## src/rtl/tls_pkg.sv

```systemverilog
package tls_pkg;

    // opcodes carried on the input tuser
    localparam logic [1:0] OP_LOAD_DIAG = 2'd0;
    localparam logic [1:0] OP_LOAD_SUB  = 2'd1;
    localparam logic [1:0] OP_LOAD_RHS  = 2'd2;
    localparam logic [1:0] OP_SOLVE     = 2'd3;

    // regions of the shared store
    localparam logic [2:0] RG_DIAG = 3'd0;
    localparam logic [2:0] RG_SUB  = 3'd1;
    localparam logic [2:0] RG_RHS  = 3'd2;
    localparam logic [2:0] RG_INV  = 3'd3;
    localparam logic [2:0] RG_FSUB = 3'd4;

    // status codes on the output tuser
    localparam logic [1:0] STAT_OK   = 2'd0;
    localparam logic [1:0] STAT_ZERO = 2'd1;
    localparam logic [1:0] STAT_SAT  = 2'd2;

    // flag bits
    localparam int FL_ZERO = 0;
    localparam int FL_SAT  = 1;

    localparam int FRAC_BITS = 16;
    localparam int DIGIT_BITS = 16;

    // handshake from an arithmetic unit back to the sequencer
    typedef struct packed {
        logic done;
        logic zero;
        logic sat;
    } t_unit_stat;

endpackage

```

## src/rtl/tls_mul.sv

```systemverilog
module tls_mul import tls_pkg::*; #(
    parameter int W = 32
) (
    input  logic                i_clk,
    input  logic                i_rst_n,
    input  logic                i_start,
    input  logic signed [W-1:0] i_a,
    input  logic signed [W-1:0] i_b,
    output logic signed [W-1:0] o_res,
    output t_unit_stat          o_stat
);

    localparam int ND = (W + DIGIT_BITS - 1) / DIGIT_BITS;
    localparam int KW = $clog2(ND + 1);
    localparam int PW = W + DIGIT_BITS;
    localparam int AW2 = 2 * W;
    localparam int MW = 2 * W + 1 - FRAC_BITS;

    logic                   r_busy;
    logic [KW-1:0]          r_k;
    logic [W-1:0]           r_ma;
    logic [ND*DIGIT_BITS-1:0] r_mb;
    logic                   r_neg;
    logic [AW2-1:0]         r_acc;
    logic [W-1:0]           r_res;
    logic                   r_done;
    logic                   r_sat;

    logic [W-1:0]   w_ua;
    logic [W-1:0]   w_ub;
    logic [PW-1:0]  w_p;
    logic [AW2-1:0] w_term;
    logic [AW2:0]   w_sum;
    logic [MW-1:0]  w_mag;
    logic [MW-1:0]  w_lim;
    logic           w_ovf;
    logic [W-1:0]   w_magc;

    // magnitudes of the operands
    assign w_ua = i_a[W-1] ? (~i_a + 1'b1) : i_a;
    assign w_ub = i_b[W-1] ? (~i_b + 1'b1) : i_b;

    // one 16-bit digit of b per cycle
    assign w_p    = PW'(r_ma) * PW'(r_mb[DIGIT_BITS-1:0]);
    assign w_term = AW2'(w_p) << (DIGIT_BITS * r_k);

    // round half away from zero on the magnitude, then clamp
    assign w_sum  = {1'b0, r_acc} + (AW2 + 1)'(1 << (FRAC_BITS - 1));
    assign w_mag  = w_sum[AW2:FRAC_BITS];
    assign w_lim  = r_neg ? (MW'(1) << (W - 1)) : ((MW'(1) << (W - 1)) - MW'(1));
    assign w_ovf  = w_mag > w_lim;
    assign w_magc = w_ovf ? W'(w_lim) : W'(w_mag);

    always_ff @(posedge i_clk) begin
        if (!i_rst_n) begin
            r_busy <= 1'b0;
            r_done <= 1'b0;
            r_k    <= '0;
        end else begin
            r_done <= 1'b0;
            if (i_start) begin
                r_busy <= 1'b1;
                r_k    <= '0;
                r_ma   <= w_ua;
                r_mb   <= (ND*DIGIT_BITS)'(w_ub);
                r_neg  <= i_a[W-1] ^ i_b[W-1];
                r_acc  <= '0;
            end else if (r_busy) begin
                if (r_k != KW'(ND)) begin
                    r_acc <= r_acc + w_term;
                    r_mb  <= r_mb >> DIGIT_BITS;
                    r_k   <= r_k + 1'b1;
                end else begin
                    r_busy <= 1'b0;
                    r_done <= 1'b1;
                    r_sat  <= w_ovf;
                    r_res  <= r_neg ? (~w_magc + 1'b1) : w_magc;
                end
            end
        end
    end

    assign o_res       = r_res;
    assign o_stat.done = r_done;
    assign o_stat.zero = 1'b0;
    assign o_stat.sat  = r_sat;

endmodule

```

## config.mk

```make
export PLATFORM = sky130hd
export DESIGN_NAME = tls_mul
export DESIGN_NICKNAME = d
export VERILOG_FILES = /design/src/rtl/tls_pkg.sv /design/src/rtl/tls_mul.sv
export SDC_FILE = /design/constraint.sdc
export NUM_CORES = 2
export LEC_CHECK = 0
export BUFFER_PORTS_ARGS = -buffer_cell sky130_fd_sc_hd__buf_2
export CAP_MARGIN = 10
export CORE_AREA = 2 2 415 252
export DETAILED_ROUTE_END_ITERATION = 8
export DIE_AREA = 0 0 417 254
export GPL_ROUTABILITY_DRIVEN = 0
export PLACE_DENSITY = 0.41
export SYNTH_ARGS = -nofsm -noshare
export SYNTH_HDL_FRONTEND = slang
export SYNTH_SLANG_ARGS = --single-unit
```

## constraint.sdc

```tcl
create_clock -name i_clk -period 22 [get_ports i_clk]
set_input_delay 1.1 -clock i_clk [delete_from_list [all_inputs] [get_ports i_clk]]
set_output_delay 1.1 -clock i_clk [all_outputs]
set_load 0.005 [all_outputs]
```

---- Word-level counts from Yosys, hierarchy flattened ----
Cells that the tools add are included.
word-level totals
  register bits after elaboration ......... 166
  latch bits .............................. 0
  memory bits (writable) .................. 0
  bits in read-only memories .............. 0
  output and inout port bits .............. 35
  word-level logic and storage cells ...... 50
  memories kept ........................... 0
cells by class
  $add $sub $neg .......................... 6
  $mul .................................... 1
  div/mod/pow operators ................... 0
  order comparisons ....................... 1
  equal/unequal tests ..................... 1
  shift operators ......................... 1
  mux-type cells .......................... 14
  bitwise operators ....................... 8
  reductions and logical operators ........ 8
operators by type and width
  operator                                         count
  two-way mux 32 bit                               7
  two-way mux 64 bit                               2
  adder 32 x 1 -> 32 bit (second input constant)   3
  inverter 32 bit                                  3
  adder 64 x 16 -> 65 bit (second input constant)  1
  adder 64 bit                                     1
  << shifter 48 x 6 -> 64 bit                      1
  greater-than comparator 49 x 32 -> 1 bit         1
  multiplier 32 x 16 -> 48 bit                     1
  two-way mux 31 bit                               1
  two-way mux 1 bit                                4
  inverter 1 bit                                   4
  AND reduction 2 bit                              2
  AND reduction 4 bit                              1
  nonzero test 2 bit                               2
  AND reduction 3 bit                              1
  OR reduction 3 bit                               1
  adder 2 x 1 -> 2 bit (second input constant)     1
  inequality test 2 bit (second input constant)    1
  OR reduction 2 bit                               1
  bitwise XOR 1 bit                                1

---- Logic depth before layout (Yosys ltp) ----
  word-level depth ........................ 6
  depth in mapped cells ................... 40
  depth with buffers taken out ............ 37

---- Worst setup path before layout ----
No wires, ideal clock.
  path type ............................... register to register
  start point ............................. register r_mb[9]
  end point ............................... register r_acc[61] (data pin)
  setup time .............................. 0.260 ns
  arrival ................................. 8.482 ns
  path slack .............................. 13.258 ns
  cell stages (with the launch flop) ...... 34
  buffers on the path ..................... 2
  clock period less this slack ............ 8.742 ns
  path through ............................ edfxtp_1 -> clkbuf_1 -> nand2_1 -> fa_1 -> inv_1 -> fa_1 -> inv_1 -> fa_1 -> inv_1 -> fa_1 -> fa_1 -> inv_1 -> fa_1 -> inv_1 -> ha_1 -> clkbuf_1 -> inv_1 -> o21ai_0 -> a211oi_1 -> o21ai_0 -> o21ai_1 -> a21oi_1 -> o41ai_2 -> o21ai_1 -> a221oi_1 -> xnor2_1 -> a221o_1 -> ha_1 -> and3_1 -> nand2_1 -> or4_1 -> o21ai_0 -> a41oi_1 -> mux2_2
on the way
  word-level cells in the longest chain between the ends .. 5
ends and longest elaborated chain
  item                          RTL line       text
  start, declared               tls_mul.sv:22  logic [ND*DIGIT_BITS-1:0] r_mb;
  start signal, assigned        tls_mul.sv:65  r_mb <= (ND*DIGIT_BITS)'(w_ub);
  start signal, assigned        tls_mul.sv:71  r_mb <= r_mb >> DIGIT_BITS;
  multiplier 32 x 16 -> 48 bit  tls_mul.sv:44  assign w_p = PW'(r_ma) * PW'(r_mb[DIGIT_BITS-1:0]);
  << shifter 48 x 6 -> 64 bit   tls_mul.sv:45  assign w_term = AW2'(w_p) << (DIGIT_BITS * r_k);
  adder 64 bit                  tls_mul.sv:70  r_acc <= r_acc + w_term;
  two-way mux 64 bit            tls_mul.sv:69  if (r_k != KW'(ND)) begin
  two-way mux 64 bit            tls_mul.sv:68  end else if (r_busy) begin
  end signal, assigned          tls_mul.sv:70
  end, declared                 tls_mul.sv:24  logic [AW2-1:0] r_acc;
No other way between the ends. The select of a mux whose other input is x is not followed.
A chain may end at the register's enable or synchronous reset.

---- Final worst setup path ----
  start point ............................. register r_ma[2]
  end point ............................... register r_acc[63] (data pin)
on the way
  word-level cells in the longest chain between the ends .. 5
ends and longest elaborated chain
  item                          RTL line       text
  start, declared               tls_mul.sv:21  logic [W-1:0] r_ma;
  start signal, assigned        tls_mul.sv:64  r_ma <= w_ua;
  multiplier 32 x 16 -> 48 bit  tls_mul.sv:44
  << shifter 48 x 6 -> 64 bit   tls_mul.sv:45
  adder 64 bit                  tls_mul.sv:70
  two-way mux 64 bit            tls_mul.sv:69
  two-way mux 64 bit            tls_mul.sv:68
No other way between the ends. The select of a mux whose other input is x is not followed.

==> impl_metrics.csv <==
group,metric,value,unit
outcome,status,"finished clean",
yosys,syn_area,0.0305,mm2
cells_and_area,fillers,10788,
clocking,cts_tree,"yes",
critical_path,cp-end-kind,"register",
cells_and_area,drive_gt1_share,5.86,%
floorplanning,rows,91,
hold_path,min_path_cells,2,
critical_path,rr_endpoint,"r_acc[63]$_SDFFCE_PP0P_",
floorplanning,core-area,0.102,mm2
drt,drc,0,
cells_and_area,final_cell_mix,"inv_1, nand2_1, fa_1, and2_1, ha_1",
global_routing,grt-ovfl-total,0,
sta,worst_pin_slew,1.15,ns
sta,layout_min_cycle_time,10.58,ns
sta,fin_hold_ws,0.570,ns
clocking,insertion_delay,0.53,ns
clocking,h-tree-depth,4,
sta,slew_violations,0,
run,max-cap-violations,0,
yosys,netlist_instances,3532,
floorplanning,die_x,417,um
drt,drt-wirelength-per-cell,20.9,um
sta,setup_violations,0,
sta,tns,0,ns
clocking,cts_setup_buffers,0,
global_routing,grt_start_max_net_pins,73,
hold_path,hold_end,"r_mb[8]$_DFFE_PP_",
sta,rsz0062_at_grt,"false",
drt,first_pass_iters,5,
hold_path,hp-class,"register to register",
yosys,synthXorXnorAreaFrac,5.29,%
drt,drt_iter0_markers,2277,
sta,max_slew_margin,21.3,%
yosys,synth_top_family_by_area,"adder cells",
clocking,root_buffer,"clkbuf_16",
cells_and_area,area_growth,8.16,%
yosys,synth_nets,4239,
global_routing,antenna_found_initial,2,
sta,skew,0.0188,ns
critical_path,crit_type,"register to register",
placement,dp_hpwl,81900,um
sta,finalHoldViolCount,0,
cells_and_area,antennaDiodeCount,0,
cells_and_area,final_cells,4895,
placement,dpl.cell_count,4863,
cells_and_area,final_common_cell,"inv_1",
critical_path,start_kind,"register",
yosys,ys.flop_type,"edfxtp_1",
hold_path,worstHoldStart,"r_mb[24]$_SDFFCE_PN0P_",
yosys,syn_avg_cell_area,8.62,um2
placement,portBuffers,100,
clocking,cts.sinks,166,
sta,finalCritPeriodShare,48.1,%
critical_path,r2r_slack,11.42,ns
yosys,synth-compound-area-share,12.5,%
global_routing,grt_pass1_vias,23767,
clocking,post_cts_resized,0,
yosys,synthSimpleGateAreaFrac,20.0,%
yosys,synth_fa_ha_area_share,36.6,%
critical_path,cpPeakStageDelay,0.77,ns
cells_and_area,regArea,0.00494,mm2
critical_path,cp.arrival,10.84,ns
drt,vias,24775,
clocking,cts_made_buffers,17,
yosys,ys_seq_area_share,16.2,%
clocking,cts_hold_buf,0,
floorplanning,io_pins,102,
cells_and_area,nNetsFinal,4241,
floorplanning,dieArea,0.106,mm2
yosys,synth_async_sr_flop_share,0,%
critical_path,critPathMaxFanout,16,
yosys,ys_ff_latch,166,
clocking,clkSlewWorstSetupHoldPaths,0.08,ns
global_routing,gr-usage-all-layers,19.8,%
floorplanning,fp.dieH,254,um
cells_and_area,multiInputGateArea,0.0229,mm2
drt,ant_nets,0,
critical_path,crit_slowest_cell,"edfxtp_1",
yosys,synth_edf_count,162,
yosys,yosysUniqueCellTypes,89,
global_routing,grt_pass1_wl,157000,um
yosys,synthMuxAreaShare,0.846,%
sta,max_freq,94.5,MHz
critical_path,regToRegStartpoint,"r_ma[2]$_DFFE_PP_",
yosys,synth_warnings,0,
drt,via_per_inst,5.06,
critical_path,reg2regPathDepth,37,
clocking,clock_path_buffers,2,
critical_path,crit_top_cell,"inv_1",
drt,totalWireLength,102000,um
critical_path,cp.required,22.26,ns
floorplanning,initial_core_util,29.8,%
Yosys cell counts, types with 6 or more instances:
master,n,share of area (%)
buf_1,10,0.12
nor3b_1,6,0.15
a211oi_1,17,0.42
nor2b_1,34,0.70
nor3_1,49,0.81
a21oi_1,179,2.9
or2_2,6,0.12
or3_1,25,0.51
a21o_1,77,1.9
o21ai_1,6,0.099
o211ai_1,14,0.35
o2111ai_1,6,0.17
nor4_1,19,0.39
o21ai_0,126,2.1
edfxtp_1,162,16
o22ai_1,14,0.29
and3_1,34,0.70
inv_1,523,6.4
xor2_1,60,1.7
o21bai_1,19,0.47
nand4_1,29,0.60
o41ai_1,7,0.20
and2_1,249,5.1
o21a_1,25,0.62
and4_1,9,0.26
o31ai_1,25,0.62
mux2_2,6,0.22
ha_1,221,9.1
fa_1,419,28
nand2_1,465,5.7
nand2b_1,20,0.41
clkbuf_1,140,1.7
nor2_1,193,2.4
a2bb2oi_1,8,0.23
buf_4,6,0.15
a31oi_1,21,0.43
mux2i_1,19,0.62
xnor2_1,124,3.6
nand3_1,52,0.85
or4_1,13,0.32
per-stage QoR:
step | utilization (%) | cell area (um2) | setup slack (ns)
2_1_floorplan | - | 30500 | 13.26
3_3_place_gp | 31.7 | 32300 | 11.73
3_5_place_dp | 31.7 | 32300 | 11.53
4_1_cts | 32.3 | 32900 | 11.49
5_1_grt | 32.3 | 32900 | 10.74
6_report | 32.3 | 32900 | 11.42
registers in the layout, summed over array words and instances, names as in the netlist:
signal,flops
r_ma,32
r_neg,1
r_done,1
r_k,2
r_acc,64
o_res,32
r_busy,1
r_sat,1
r_mb,32
logic make-up after synthesis:
| logic type | after synthesis |
|---|---|
| and+or+nand+nor | 1230 |
| buffers and inverters | 685 |
| adders and majority gates | 640 |
| AOI/OAI and AO/OA | 601 |
| xor gates and xnor gates | 184 |
| DFF | 166 |
| muxes | 25 |
| other | 1 |
layer usage:
| layer | routed length [um] | GRT usage [%] | vias up |
|---|---|---|---|
| li1 | - | - | 11567 |
| met1 | 58800 | 34.8 | 12493 |
| met2 | 36800 | 23.9 | 664 |
| met3 | 6140 | 3.08 | 49 |
| met4 | 751 | 2.91 | 2 |
| met5 | 20 | 0 | - |
critical path, delay by kind of cell, from the launching register on:
| family | cells | cell delay [ns] |
|---|---|---|
| and+or+nand+nor | 11 | 3.00 |
| DFF | 1 | 0.77 |
| AOI/OAI and AO/OA | 11 | 2.55 |
| buffers and inverters | 6 | 0.33 |
| adders and majority gates | 8 | 3.38 |
| xor gates and xnor gates | 1 | 0.26 |
how the worst max path moves through the flow:
stage                            from                 endpoint  slack (ns)  cells after the start
CTS                 r_ma[2]$_DFFE_PP_  r_acc[63]$_SDFFCE_PP0P_       11.49                     37
floorplan           r_mb[9]$_DFFE_PP_  r_acc[61]$_SDFFCE_PP0P_       13.26                     33
finish              r_ma[2]$_DFFE_PP_  r_acc[63]$_SDFFCE_PP0P_       11.42                     37
global placement    r_ma[2]$_DFFE_PP_  r_acc[63]$_SDFFCE_PP0P_       11.73                     36
detailed placement  r_ma[2]$_DFFE_PP_  r_acc[63]$_SDFFCE_PP0P_       11.53                     37
global route        r_ma[2]$_DFFE_PP_  r_acc[63]$_SDFFCE_PP0P_       10.74                     37
layout make-up:
class,instances,area share [%]
multi-input cells,2681,69.6
flip-flops and latches,166,15.0
inverters,525,5.98
well taps,1348,5.12
repair buffers,143,2.51
clock buffers,17,1.29
clock inverters,15,0.501
Power is left out: the tool's default activity adds up to more than one toggle a clock period on the data nets, which glitch-free logic cannot reach.
