`config.mk`:
```
export PLATFORM = sky130hd
export DESIGN_NAME = tls_div
export DESIGN_NICKNAME = d
export VERILOG_FILES = /design/src/rtl/tls_pkg.sv /design/src/rtl/tls_div.sv
export SDC_FILE = /design/constraint.sdc
export NUM_CORES = 1
export LEC_CHECK = 0
export BUFFER_PORTS_ARGS = -buffer_cell sky130_fd_sc_hd__clkbuf_2
export CORE_MARGIN = 4
export CORE_UTILIZATION = 50
export CTS_CLUSTER_DIAMETER = 50
export DETAILED_ROUTE_END_ITERATION = 7
export HOLD_SLACK_MARGIN = 0.12
export PLACE_DENSITY = 0.77
export SYNTH_ARGS = -nofsm -noshare
export SYNTH_HDL_FRONTEND = slang
export SYNTH_SLANG_ARGS = --single-unit
```
`constraint.sdc`:
```
create_clock -name i_clk -period 7.45 [get_ports i_clk]
set_clock_uncertainty 0.2 [all_clocks]
set_input_delay 1.49 -clock i_clk [delete_from_list [all_inputs] [get_ports i_clk]]
set_output_delay 1.49 -clock i_clk [all_outputs]
set_load 0.02 [all_outputs]
```
`src/rtl/tls_pkg.sv`:
```
package tls_pkg;

    // opcodes carried on the input tuser
    localparam logic [1:0] OP_LOAD_DIAG = 2'd0;
    localparam logic [1:0] OP_LOAD_SUB  = 2'd1;
    localparam logic [1:0] OP_LOAD_RHS  = 2'd2;
    localparam logic [1:0] OP_SOLVE     = 2'd3;

    // regions of the shared store
    localparam logic [2:0] RG_DIAG = 3'd0;
    localparam logic [2:0] RG_SUB  = 3'd1;
    localparam logic [2:0] RG_RHS  = 3'd2;
    localparam logic [2:0] RG_INV  = 3'd3;
    localparam logic [2:0] RG_FSUB = 3'd4;

    // status codes on the output tuser
    localparam logic [1:0] STAT_OK   = 2'd0;
    localparam logic [1:0] STAT_ZERO = 2'd1;
    localparam logic [1:0] STAT_SAT  = 2'd2;

    // flag bits
    localparam int FL_ZERO = 0;
    localparam int FL_SAT  = 1;

    localparam int FRAC_BITS = 16;
    localparam int DIGIT_BITS = 16;

    // handshake from an arithmetic unit back to the sequencer
    typedef struct packed {
        logic done;
        logic zero;
        logic sat;
    } t_unit_stat;

endpackage

```
`src/rtl/tls_div.sv`:
```
module tls_div import tls_pkg::*; #(
    parameter int W = 32
) (
    input  logic                i_clk,
    input  logic                i_rst_n,
    input  logic                i_start,
    input  logic signed [W-1:0] i_d,
    output logic signed [W-1:0] o_res,
    output t_unit_stat          o_stat
);

    // numerator 2^32 + |d|/2 needs this many bits
    localparam int NW = (W > 33) ? W + 1 : 34;
    localparam int CW = $clog2(NW + 1);

    logic          r_busy;
    logic [CW-1:0] r_cnt;
    logic [NW-1:0] r_num;
    logic [W-1:0]  r_rem;
    logic [W-1:0]  r_ud;
    logic          r_neg;
    logic [W-1:0]  r_res;
    logic          r_done;
    logic          r_zero;
    logic          r_sat;

    logic [W-1:0]  w_ud;
    logic [W:0]    w_rsh;
    logic          w_ge;
    logic [NW-1:0] w_lim;
    logic          w_ovf;
    logic [W-1:0]  w_magc;

    assign w_ud  = i_d[W-1] ? (~i_d + 1'b1) : i_d;

    // restoring division, one quotient bit per cycle
    assign w_rsh = {r_rem, r_num[NW-1]};
    assign w_ge  = w_rsh >= {1'b0, r_ud};

    assign w_lim  = r_neg ? (NW'(1) << (W - 1)) : ((NW'(1) << (W - 1)) - NW'(1));
    assign w_ovf  = r_num > w_lim;
    assign w_magc = w_ovf ? W'(w_lim) : W'(r_num);

    always_ff @(posedge i_clk) begin
        if (!i_rst_n) begin
            r_busy <= 1'b0;
            r_done <= 1'b0;
            r_cnt  <= '0;
        end else begin
            r_done <= 1'b0;
            if (i_start) begin
                if (i_d == '0) begin
                    // zero pivot: inverse taken as zero
                    r_done <= 1'b1;
                    r_zero <= 1'b1;
                    r_sat  <= 1'b0;
                    r_res  <= '0;
                end else begin
                    r_busy <= 1'b1;
                    r_cnt  <= '0;
                    r_num  <= (NW'(1) << (2 * FRAC_BITS)) + NW'(w_ud >> 1);
                    r_rem  <= '0;
                    r_ud   <= w_ud;
                    r_neg  <= i_d[W-1];
                end
            end else if (r_busy) begin
                if (r_cnt != CW'(NW)) begin
                    r_rem <= w_ge ? W'(w_rsh - {1'b0, r_ud}) : W'(w_rsh);
                    r_num <= {r_num[NW-2:0], w_ge};
                    r_cnt <= r_cnt + 1'b1;
                end else begin
                    r_busy <= 1'b0;
                    r_done <= 1'b1;
                    r_zero <= 1'b0;
                    r_sat  <= w_ovf;
                    r_res  <= r_neg ? (~w_magc + 1'b1) : w_magc;
                end
            end
        end
    end

    assign o_res       = r_res;
    assign o_stat.done = r_done;
    assign o_stat.zero = r_zero;
    assign o_stat.sat  = r_sat;

endmodule

```
## Word level (Yosys, flattened, before mapping)

Index checks and enable logic that the tools add are counted.

- Add/subtract/negate cells: 5
- Order comparisons: 2
- Equal/unequal tests: 4
- Multiplexer cells: 37
- Bitwise gates (word level): 3
- Reduce and logical (&&, ||, !) cells: 7

Operators by type and width:

| kind | number |
|---|---|
| 32-bit two-way mux | 13 |
| 34-bit two-way mux | 4 |
| 32-bit by 1-bit adder with 32-bit output, second input constant | 2 |
| 32-bit NOT | 2 |
| 33-bit by 31-bit adder with 34-bit output, first input constant | 1 |
| 34-bit by 32-bit greater-than comparator with 1-bit output | 1 |
| 33-bit by 32-bit >= comparator with 1-bit output | 1 |
| 32-bit logical NOT | 1 |
| 32-bit subtractor | 1 |
| 6-bit two-way mux | 4 |
| 1-bit two-way mux | 16 |
| 4-bit AND reduction | 2 |
| 6-bit by 1-bit adder with 6-bit output, second input constant | 1 |
| 6-bit inequality test, second input constant | 1 |
| 3-bit AND reduction | 2 |
| 2-bit inequality test, second input constant | 2 |
| 2-bit nonzero test | 2 |
| 2-bit by 1-bit inequality test with 1-bit output, second input constant | 1 |
| 1-bit NOT | 1 |

- Register bits after elaboration: 141
- Input port bits: 35
- Output and inout port bits: 35

## Depth between registers and ports, before layout

Gate-level depths: netlist (run 1).

- Depth in word-level cells: 9
- Mapped depth: 23

## Worst setup path after synthesis (run 1)

Ideal clock, no wire load.

- Path kind: input to register
- Start: input i_d[0]
- End: register r_num[0], enable pin
- Library setup time: 0.571 ns
- Arrival: 6.948 ns
- Data required time: 6.679 ns
- Path slack: -0.270 ns
- Cell stages on the path: 9
- Path buffers: 1
- Path through: inv_1 ha_1 or3b_2 nor3_1 nand4_1 or4_1 buf_2 o41ai_4 nor3_1

- Longest elaborated chain between the ends: 3

Ends and longest elaborated chain:

| what | line | source |
|---|---|---|
| start, declared | tls_div.sv:7 | `input logic signed [W-1:0] i_d,` |
| 32-bit logical NOT | tls_div.sv:52 | `if (i_d == '0) begin` |
| 2-bit inequality test (no line) | - |  |
| 4-bit AND reduction (no line) | - |  |
| end signal, assigned | tls_div.sv:61 | `r_num <= (NW'(1) << (2 * FRAC_BITS)) + NW'(w_ud >> 1);` |
| end signal, assigned | tls_div.sv:69 | `r_num <= {r_num[NW-2:0], w_ge};` |
| end, declared | tls_div.sv:18 | `logic [NW-1:0] r_num;` |

No other way between the ends.
A chain may end at the register's enable or synchronous reset.

## Final worst setup path (run 1)

- Start: register r_neg
- End: register r_res[22] (netlist: o_res[22]), data pin

- Longest elaborated chain between the ends: 9

Ends and longest elaborated chain:

| what | line | source |
|---|---|---|
| start, declared | tls_div.sv:21 | `logic r_neg;` |
| start signal, assigned | tls_div.sv:64 | `r_neg <= i_d[W-1];` |
| 32-bit two-way mux | tls_div.sv:40 | `assign w_lim = r_neg ? (NW'(1) << (W - 1)) : ((NW'(1) << (W - 1)) - NW'(1));` |
| 34-bit by 32-bit greater-than comparator with 1-bit output | tls_div.sv:41 | `assign w_ovf = r_num > w_lim;` |
| 32-bit two-way mux | tls_div.sv:42 | `assign w_magc = w_ovf ? W'(w_lim) : W'(r_num);` |
| 32-bit NOT | tls_div.sv:76 | `r_res <= r_neg ? (~w_magc + 1'b1) : w_magc;` |
| 32-bit by 1-bit adder with 32-bit output | tls_div.sv:76 |  |
| 32-bit two-way mux (*) | tls_div.sv:76 |  |
| 32-bit two-way mux (*) | tls_div.sv:67 | `if (r_cnt != CW'(NW)) begin` |
| 32-bit two-way mux (*) | tls_div.sv:66 | `end else if (r_busy) begin` |
| 32-bit two-way mux (*) | tls_div.sv:51 | `if (i_start) begin` |
| end signal, assigned | tls_div.sv:76 |  |
| end, declared | tls_div.sv:22 | `logic [W-1:0] r_res;` |

Mark *: on every way between the ends. The rest lies on a longest branch, timed or not. The select of a mux whose other input is x is not followed.

==> results by group, run 1 <==
Status
  – Outcome: complete, no violations

Global routing
  – Vias in the first global route: 7316
  – Largest net degree at the start of global routing: 96
  – First-pass GRT wire length: 37000 microns
  – Most used routing layer: met2
  – Initial antenna violation count: 1
  – Met2 Resource Use GR: 0.342
  – Met3 usage: 0.0427
  – All-Layer GR Usage: 0.212
  – Total gr overflow: 0
  – GR met1 Demand/Resource: 0.290

STA
  – Post-layout min period: roughly 5.6 ns
  – Tightest Pin Transition: 1.07 ns
  – Max Slew Vio Count: 0
  – Peak Freq: about 180 MHz
  – Final setup margin: 1.87 ns
  – Period utilization: 0.749
  – Setup TNS Final: 0 ns
  – Final setup viols: 0
  – Slew headroom: 0.286
  – Final hold violation count: 0
  – RSZ-0062 raised after global routing: no

Floorplanning
  – # rows: 50
  – Die area: 21300 sq um
  – Die H: roughly 150 microns
  – Core area: 18700 sq um
  – Die Wd: 146 microns
  – I/O Pins: 70
  – Initial core utilization: 0.508

Synth
  – Post-synthesis cell count: 988
  – Yosys reg bits: 141
  – Cell Area, Synth: between 9000 and 10000 sq um
  – Leading post-synthesis cells by cell area: edfxtp_1 42%, ha_1 8.9%, nor2_1 6.2%
  – Netlist cell types: 66
  – Share of the synthesized area in the top cell type: 0.420
  – Number of flops mapped to enable cells by yosys: 133
  – Mean Syn Cell Area: 9.62 sq um
  – Ys Warns: 0
  – Synth area leader: edfxtp_1
  – Post-synthesis sequential area ratio: 0.437
  – Ys async rst share: 0
  – Main synth FF type: edfxtp_1
  – Synthesized net count: 1092

Drt
  – Initial DRC Count: roughly 870
  – DRT Wirelength: 22800 microns
  – Post-route ant nets: 0
  – Vias per cell: 6.01
  – Wire per inst: 17.7 microns
  – Vias: 7764
  – DRT Pass-1 Iters: 5
  – DRC viols: 0

Power
  – Max IR drop VDD: between 0.00015 and 0.0002 V
  – Sw frac: 0.287
  – Clock power share: 0.372
  – P_sw: just under 700 uW
  – Combinational share of power: 0.221
  – Flop pwr share: 0.407
  – Leak Pwr: 4.28 nW
  – Cell Pwr Density: 226 nW/um^2
  – Pint: 1.72 mW

Place
  – Port Buf Inserts: 69
  – Placed Area: ~10000 sq um
  – Hpwl dp: 15800 microns
  – DP Cell Count: 1259
  – DP Worst Slack: 2.07 ns
  – GPL Wtd Cong: roughly 0.89

Critical path
  – Worst R2R Start: r_neg
  – CP endpoint kind: flop
  – Crit-path leading delay family: compound AO/OA/AOI/OAI gates
  – Worst path slowest cell: edfxtp_1
  – Crit Reg-Reg Endpoint: o_res[22]
  – Reg2Reg Depth: 19
  – Worst path depth: 19
  – Max FO, Critical Path: 31
  – Critical-path cell list: buf_4 > ha_1 > a21o_1 > a21oi_1 > nor2b_1 > o41ai_1 > a21oi_1 > o21ai_2 > buf_4 > nor2_1 > a21oi_1 > ha_1 > nand2_1 > nor2_1 > nand2_1 > or4_1 > nand3_1 > o21ai_0 > a221oi_1
  – Slowest Stage Delay on Critical Path: 0.99 ns
  – R2r setup slk: 1.87 ns
  – Most Frequent Cell on Critical Path: a21oi_1
  – Critical Path Source: r_neg
  – WP data required: about 7.5 ns
  – Critical Path AT: 5.62 ns
  – Setup Crit Path Kind: reg2reg
  – Startpoint Class: flop
  – Crit path to: o_res[22]
  – CP Buf/Inv Count: 2

Layout
  – Final instance area: 10700 sq um
  – Nets: 1148
  – Layout cells sized above 1: 0.140
  – Layout area overhead: 12.6%
  – Footprint of the multi-input gates: 5000 sq um
  – Final cell count without fillers: ~1300
  – Fillcell total: 1531
  – Register area: approximately 4200 sq um

Clock network
  – Root Driver: clkbuf_16
  – Clock sinks: 141
  – Clock slew at reported path FFs: 0.06 ns
  – TritonCTS Buffers: 17
  – Clk Latency, worst-skew pair: ~0.43 ns
  – Cts hold-fix bufs: 0
  – Setup bufs post-CTS: 0
  – CTS tree: done
  – Post-CTS sizing: 0
  – H-tree depth: 4
  – Deepest clock path buffer count: 2

Flow run
  – Max_cap viols: 0

Worst hold path
  – Hold Crit Class: reg2reg
-- cell usage in the layout, fill, tap and decap left out, types with 7 or more instances in the layout --
cell | Yosys | final
nor4_1 | 8 | 8
nand2b_1 | 8 | 8
a211oi_1 | 8 | 8
clkbuf_16 | 0 | 23
a21o_1 | 16 | 16
ha_1 | 68 | 68
nand3_1 | 17 | 17
mux2i_1 | 28 | 28
mux2_2 | 15 | 15
or4_1 | 7 | 7
o31ai_1 | 15 | 15
nand4_1 | 16 | 16
o21ai_0 | 67 | 66
a21oi_1 | 66 | 66
xor2_1 | 17 | 17
buf_4 | 3 | 9
nand2_1 | 57 | 57
o21a_1 | 9 | 9
nor2_1 | 157 | 156
clkbuf_2 | 0 | 68
edfxtp_1 | 133 | 133
xnor2_1 | 48 | 48
nor3_1 | 28 | 27
or2_2 | 8 | 8
a31oi_1 | 7 | 7
inv_1 | 56 | 56
dfxtp_1 | 8 | 8
-- flip-flops by register name, indices dropped and copies added, names as in the netlist, 6 cells and up --
signal and cells:
r_num 34, r_rem 32, o_res 32, r_ud 32, r_cnt 6
-- cells by family (layout without fill, tap and decap cells) --
group / count (synthesis) / after routing / share of synthesized area
AND/OR/NAND/NOR: 343 / 343 / 0.171
AO/OA/AOI/OAI: 230 / 230 / 0.154
flip-flops: 141 / 141 / 0.437
buffers and inverters: 97 / 166 / 0.0400
adder cells (fa/ha/maj): 69 / 69 / 0.0916
XOR/XNOR: 65 / 65 / 0.0599
multiplexers: 43 / 43 / 0.0472
other: 0 / 1 / 0
-- worst register-to-register path: stages (launching register included) --
cell      delay [ns]
edfxtp_1        0.99
buf_4           0.44
ha_1            0.32
a21o_1          0.17
a21oi_1         0.16
nor2b_1         0.07
o41ai_1         0.42
a21oi_1         0.18
o21ai_2         0.14
buf_4           0.32
nor2_1          0.10
a21oi_1         0.18
ha_1            0.28
nand2_1         0.14
nor2_1          0.25
nand2_1         0.14
or4_1           0.41
nand3_1         0.09
o21ai_0         0.10
a221oi_1        0.27
-- worst min-delay path by stage --
stage            from     end  slack [ns]  cells after the start
2_1_floorplan  r_busy  r_busy        0.24                      2
3_3_place_gp   r_busy  r_busy        0.24                      2
3_5_place_dp   r_busy  r_busy        0.27                      2
4_1_cts        r_busy  r_busy        0.27                      2
5_1_grt        r_busy  r_busy        0.32                      2
6_report       r_busy  r_busy        0.27                      2
-- per-layer routing --
layer  part of all wire  wire, microns
met1               0.45          10200
met2               0.47          10700
met3              0.069           1570
met4              0.018            400
met5                  0              0
-- stage by stage --
| step | util | hold slack, ns | total power [mW] |
|---|---|---|---|
| 2_1_floorplan | - | 0.237 | 1.39 |
| 5_1_grt | 0.573 | 0.318 | 2.53 |
| 4_1_cts | 0.572 | 0.274 | 2.42 |
| 3_5_place_dp | 0.538 | 0.266 | 1.52 |
| 3_3_place_gp | 0.538 | 0.245 | 1.50 |
| 6_report | 0.573 | 0.272 | 2.42 |
-- cells in the mapped netlist (all sizes together) (5+ instances only) --
library cell and n:
ha 68, a21oi 66, nor4 9, and2 7, a21o 16, buf 12, and3 5, inv 56
nor3 28, nand4 16, a221oi 5, a211oi 8, nand2b 10, or2 8, xor2 17, or4 10
mux2i 28, nand2 57, nor2b 6, mux2 15, clkbuf 29, edfxtp 133, dfxtp 8, xnor2 48
a31oi 7, o31ai 15, o21ai 67, o41ai 7, o211ai 6, o21a 9, nand3 17, nor2 158
-- power by group through the flow --
| stage | clock network, mW | registers (mW) | logic (mW) |
|---|---|---|---|
| after CTS | 0.908 | 0.983 | 0.531 |
| final | 0.901 | 0.984 | 0.535 |
| after global routing | 0.944 | 0.989 | 0.599 |
| after global placement | 0 | 0.997 | 0.507 |
| after floorplan | 0 | 0.983 | 0.410 |
| after detailed placement | 0 | 0.999 | 0.523 |
-- layout make-up --
type | instances | area share
Timing Repair Buffer | 78 | 0.0386
Tap cell | 234 | 0.0273
Inverter | 56 | 0.0196
Clock inverter | 5 | 0.00292
Clock buffer | 27 | 0.0570
Multi-Input combinational cell | 750 | 0.466
Antenna cell | 1 | 0.000234
Sequential cell | 141 | 0.388
Note: power is estimated with default switching activity, not from simulation.
==> inputs of run 2 (changes only) <==
==> constraint.sdc (replaced) <==
create_clock -name i_clk -period 4.7 [get_ports i_clk]
set_clock_uncertainty 0.2 [all_clocks]
set_input_delay 0.94 -clock i_clk [delete_from_list [all_inputs] [get_ports i_clk]]
set_output_delay 0.94 -clock i_clk [all_outputs]
set_load 0.02 [all_outputs]
==> run 2 against run 1 <==
Compared with the run above:
- non-clock buffer count increased by 7
- die area did not move
- via count is 0.17% lower
- global-route usage grew 0.46 points
- maximum frequency grew 30%
- clock power grew 34%
- combinational power rose by 61%
- largest cell class unchanged
==> results by group, run 2 (synthesis gave the netlist of run 1 again) <==
Drt
  – DRC viols: 0 (unchanged)
  – DRT Pass-1 Iters: 5 (unchanged)
  – Wire per inst: 17.5 microns (was 17.7 microns)
  – Initial DRC Count: 721 (was 869)
  – Vias per cell: 5.98 (was 6.01)
  – Vias: 7751 (was 7764)
  – Post-route ant nets: 0 (unchanged)
  – DRT Wirelength: 22700 microns (was 22800 microns)

Clock network
  – Root Driver: clkbuf_16 (unchanged)
  – TritonCTS Buffers: 17 (unchanged)
  – Clock slew at reported path FFs: 0.06 ns (about the same)
  – Cts hold-fix bufs: 0 (unchanged)
  – H-tree depth: 4 (unchanged)
  – Setup bufs post-CTS: 0 (unchanged)
  – Deepest clock path buffer count: 2 (unchanged)
  – Post-CTS sizing: 0 (unchanged)
  – Clk Latency, worst-skew pair: 0.42 ns (was 0.43 ns)
  – CTS tree: done (unchanged)
  – Clock sinks: 141 (unchanged)

STA
  – Final hold slack: 0.264 ns (was 0.272 ns)
  – RSZ-0062 raised after global routing: no (unchanged)
  – Final setup viols: 0 (unchanged)
  – Tightest Pin Transition: 0.903 ns (was 1.07 ns)
  – Setup TNS Final: 0 ns (unchanged)
  – Max Slew Vio Count: 0 (unchanged)
  – Period utilization: 0.913 (was 0.749)
  – Final hold violation count: 0 (unchanged)
  – Peak Freq: 233 MHz (was 179 MHz)
  – Slew headroom: 0.395 (was 0.286)
  – Post-layout min period: 4.29 ns (was 5.58 ns)

Global routing
  – All-Layer GR Usage: 0.217 (was 0.212)
  – Initial antenna violation count: 0 (was 1)
  – Total gr overflow: 0 (unchanged)
  – First-pass GRT wire length: 37500 microns (was 37000 microns)
  – Vias in the first global route: 7458 (was 7316)
  – Largest net degree at the start of global routing: 71 (was 96)

Place
  – Placed Area: 10200 sq um (was 10100 sq um)
  – Port Buf Inserts: 69 (unchanged)
  – DP Cell Count: 1266 (was 1259)
  – Hpwl dp: 16200 microns (was 15800 microns)
  – GPL Wtd Cong: 0.894 (was 0.890)

Layout
  – Fillcell total: 1601 (was 1531)
  – ANT cells: 0 (was 1)
  – Most common cell after layout, fill and taps aside: nor2_1 (unchanged)
  – Nets: 1155 (was 1148)
  – Max FFs per register: 34 (unchanged)
  – Register area: 4150 sq um (unchanged)
  – Final cell count without fillers: 1297 (was 1292)
  – Most frequent cells in the layout: 155 x nor2_1, 133 x edfxtp_1, 68 x clkbuf_2 (was 156 x nor2_1, 133 x edfxtp_1, 68 x ha_1, 68 x clkbuf_2)
  – Layout area overhead: 12.4% (was 12.6%)
  – Final instance area: 10700 sq um (about the same)
  – Largest Register: r_num (unchanged)
  – Layout cells sized above 1: 0.145 (was 0.140)
  – Footprint of the multi-input gates: 5030 sq um (was 5000 sq um)

Floorplanning
  – Initial core utilization: 0.508 (unchanged)
  – Die H: 146 microns (unchanged)
  – Die Wd: 146 microns (unchanged)
  – # rows: 50 (unchanged)
  – Core area: 18700 sq um (unchanged)
  – Die area: 21300 sq um (unchanged)
  – I/O Pins: 70 (unchanged)

Critical path
  – WP data required: 4.74 ns (was 7.49 ns)
  – Critical Path AT: 4.33 ns (was 5.62 ns)
  – Slowest Stage Delay on Critical Path: 0.42 ns (was 0.99 ns)
  – CP Buf/Inv Count: 2 (unchanged)
  – Startpoint Class: flop (unchanged)
  – Max FO, Critical Path: 58 (was 31)
  – Critical-path cell list: buf_12 > ha_1 > nand4_1 > nor4_2 > and2_1 > nand4_1 > a21oi_2 > o21ai_2 > buf_4 > a21oi_2 > ha_2 > nand2_2 > nor2_2 > nand2_1 > or4_1 > nand3_1 > o21ai_0 > a221oi_1 (was buf_4 > ha_1 > a21o_1 > a21oi_1 > nor2b_1 > o41ai_1 > a21oi_1 > o21ai_2 > buf_4 > nor2_1 > a21oi_1 > ha_1 > nand2_1 > nor2_1 > nand2_1 > or4_1 > nand3_1 > o21ai_0 > a221oi_1)
  – Crit-path leading delay family: simple AND/OR/NAND/NOR gates (was compound AO/OA/AOI/OAI gates)
  – CP endpoint kind: flop (unchanged)
  – Setup Crit Path Kind: reg2reg (unchanged)
  – Worst path slowest cell: or4_1 (was edfxtp_1)
  – Critical Path Source: r_neg (unchanged)
  – Worst R2R Start: r_neg (unchanged)

Status
  – Outcome: complete, no violations (unchanged)

Worst hold path
  – Hold Path Origin: r_busy (unchanged)
  – Hold Crit Class: reg2reg (unchanged)

Power
  – Max IR drop VDD: 0.000282 V (was 0.000179 V)
  – Leak Pwr: 4.26 nW (was 4.28 nW)
  – Cell Pwr Density: 339 nW/um^2 (was 226 nW/um^2)

Flow run
  – Max_cap viols: 0 (unchanged)
run 2: where the power goes:
part           switching (mW)  internal (mW)
clock network           0.499          0.713
logic                   0.500          0.360
registers              0.0668           1.49
run 2: final timing paths:
path / end / slack (ns) / cells after the start
max: o_res[22] / 0.41 / 18
min: r_busy / 0.26 / 2
max reg2reg: o_res[22] / 0.41 / 18
min reg2reg: r_busy / 0.26 / 2
run 2: through the flow:
step	total power, mW	setup slack [ns]	utilization
6_report	3.63	0.411	0.571
5_1_grt	3.82	0.0268	0.571
4_1_cts	3.64	0.455	0.571
3_5_place_dp	2.43	0.303	0.544
3_3_place_gp	2.40	0.418	0.544
2_1_floorplan	2.21	0.0276	-
run 2: routing by layer:
metal  global-route usage  routed length (microns)
met5                    0                        0
met1                0.296                     9940
met4               0.0978                      775
met2                0.336                    10400
met3               0.0417                     1580
run 2: final cells by class:
| cell class | instances | area share |
|---|---|---|
| inverters | 56 | 0.0197 |
| flip-flops and latches | 141 | 0.389 |
| clock buffers | 21 | 0.0412 |
| multi-input cells | 750 | 0.470 |
| repair buffers | 85 | 0.0459 |
| well taps | 234 | 0.0274 |
| clock inverters | 10 | 0.00702 |
run 2: worst register-to-register path: stages, from the launching register on:
cell and delay (ns):
edfxtp_1 0.41, buf_12 0.22, ha_1 0.34, nand4_1 0.12, nor4_2 0.27, and2_1 0.19
nand4_1 0.18, a21oi_2 0.22, o21ai_2 0.09, buf_4 0.17, a21oi_2 0.17, ha_2 0.26
nand2_2 0.10, nor2_2 0.18, nand2_1 0.13, or4_1 0.42, nand3_1 0.10, o21ai_0 0.10
a221oi_1 0.25
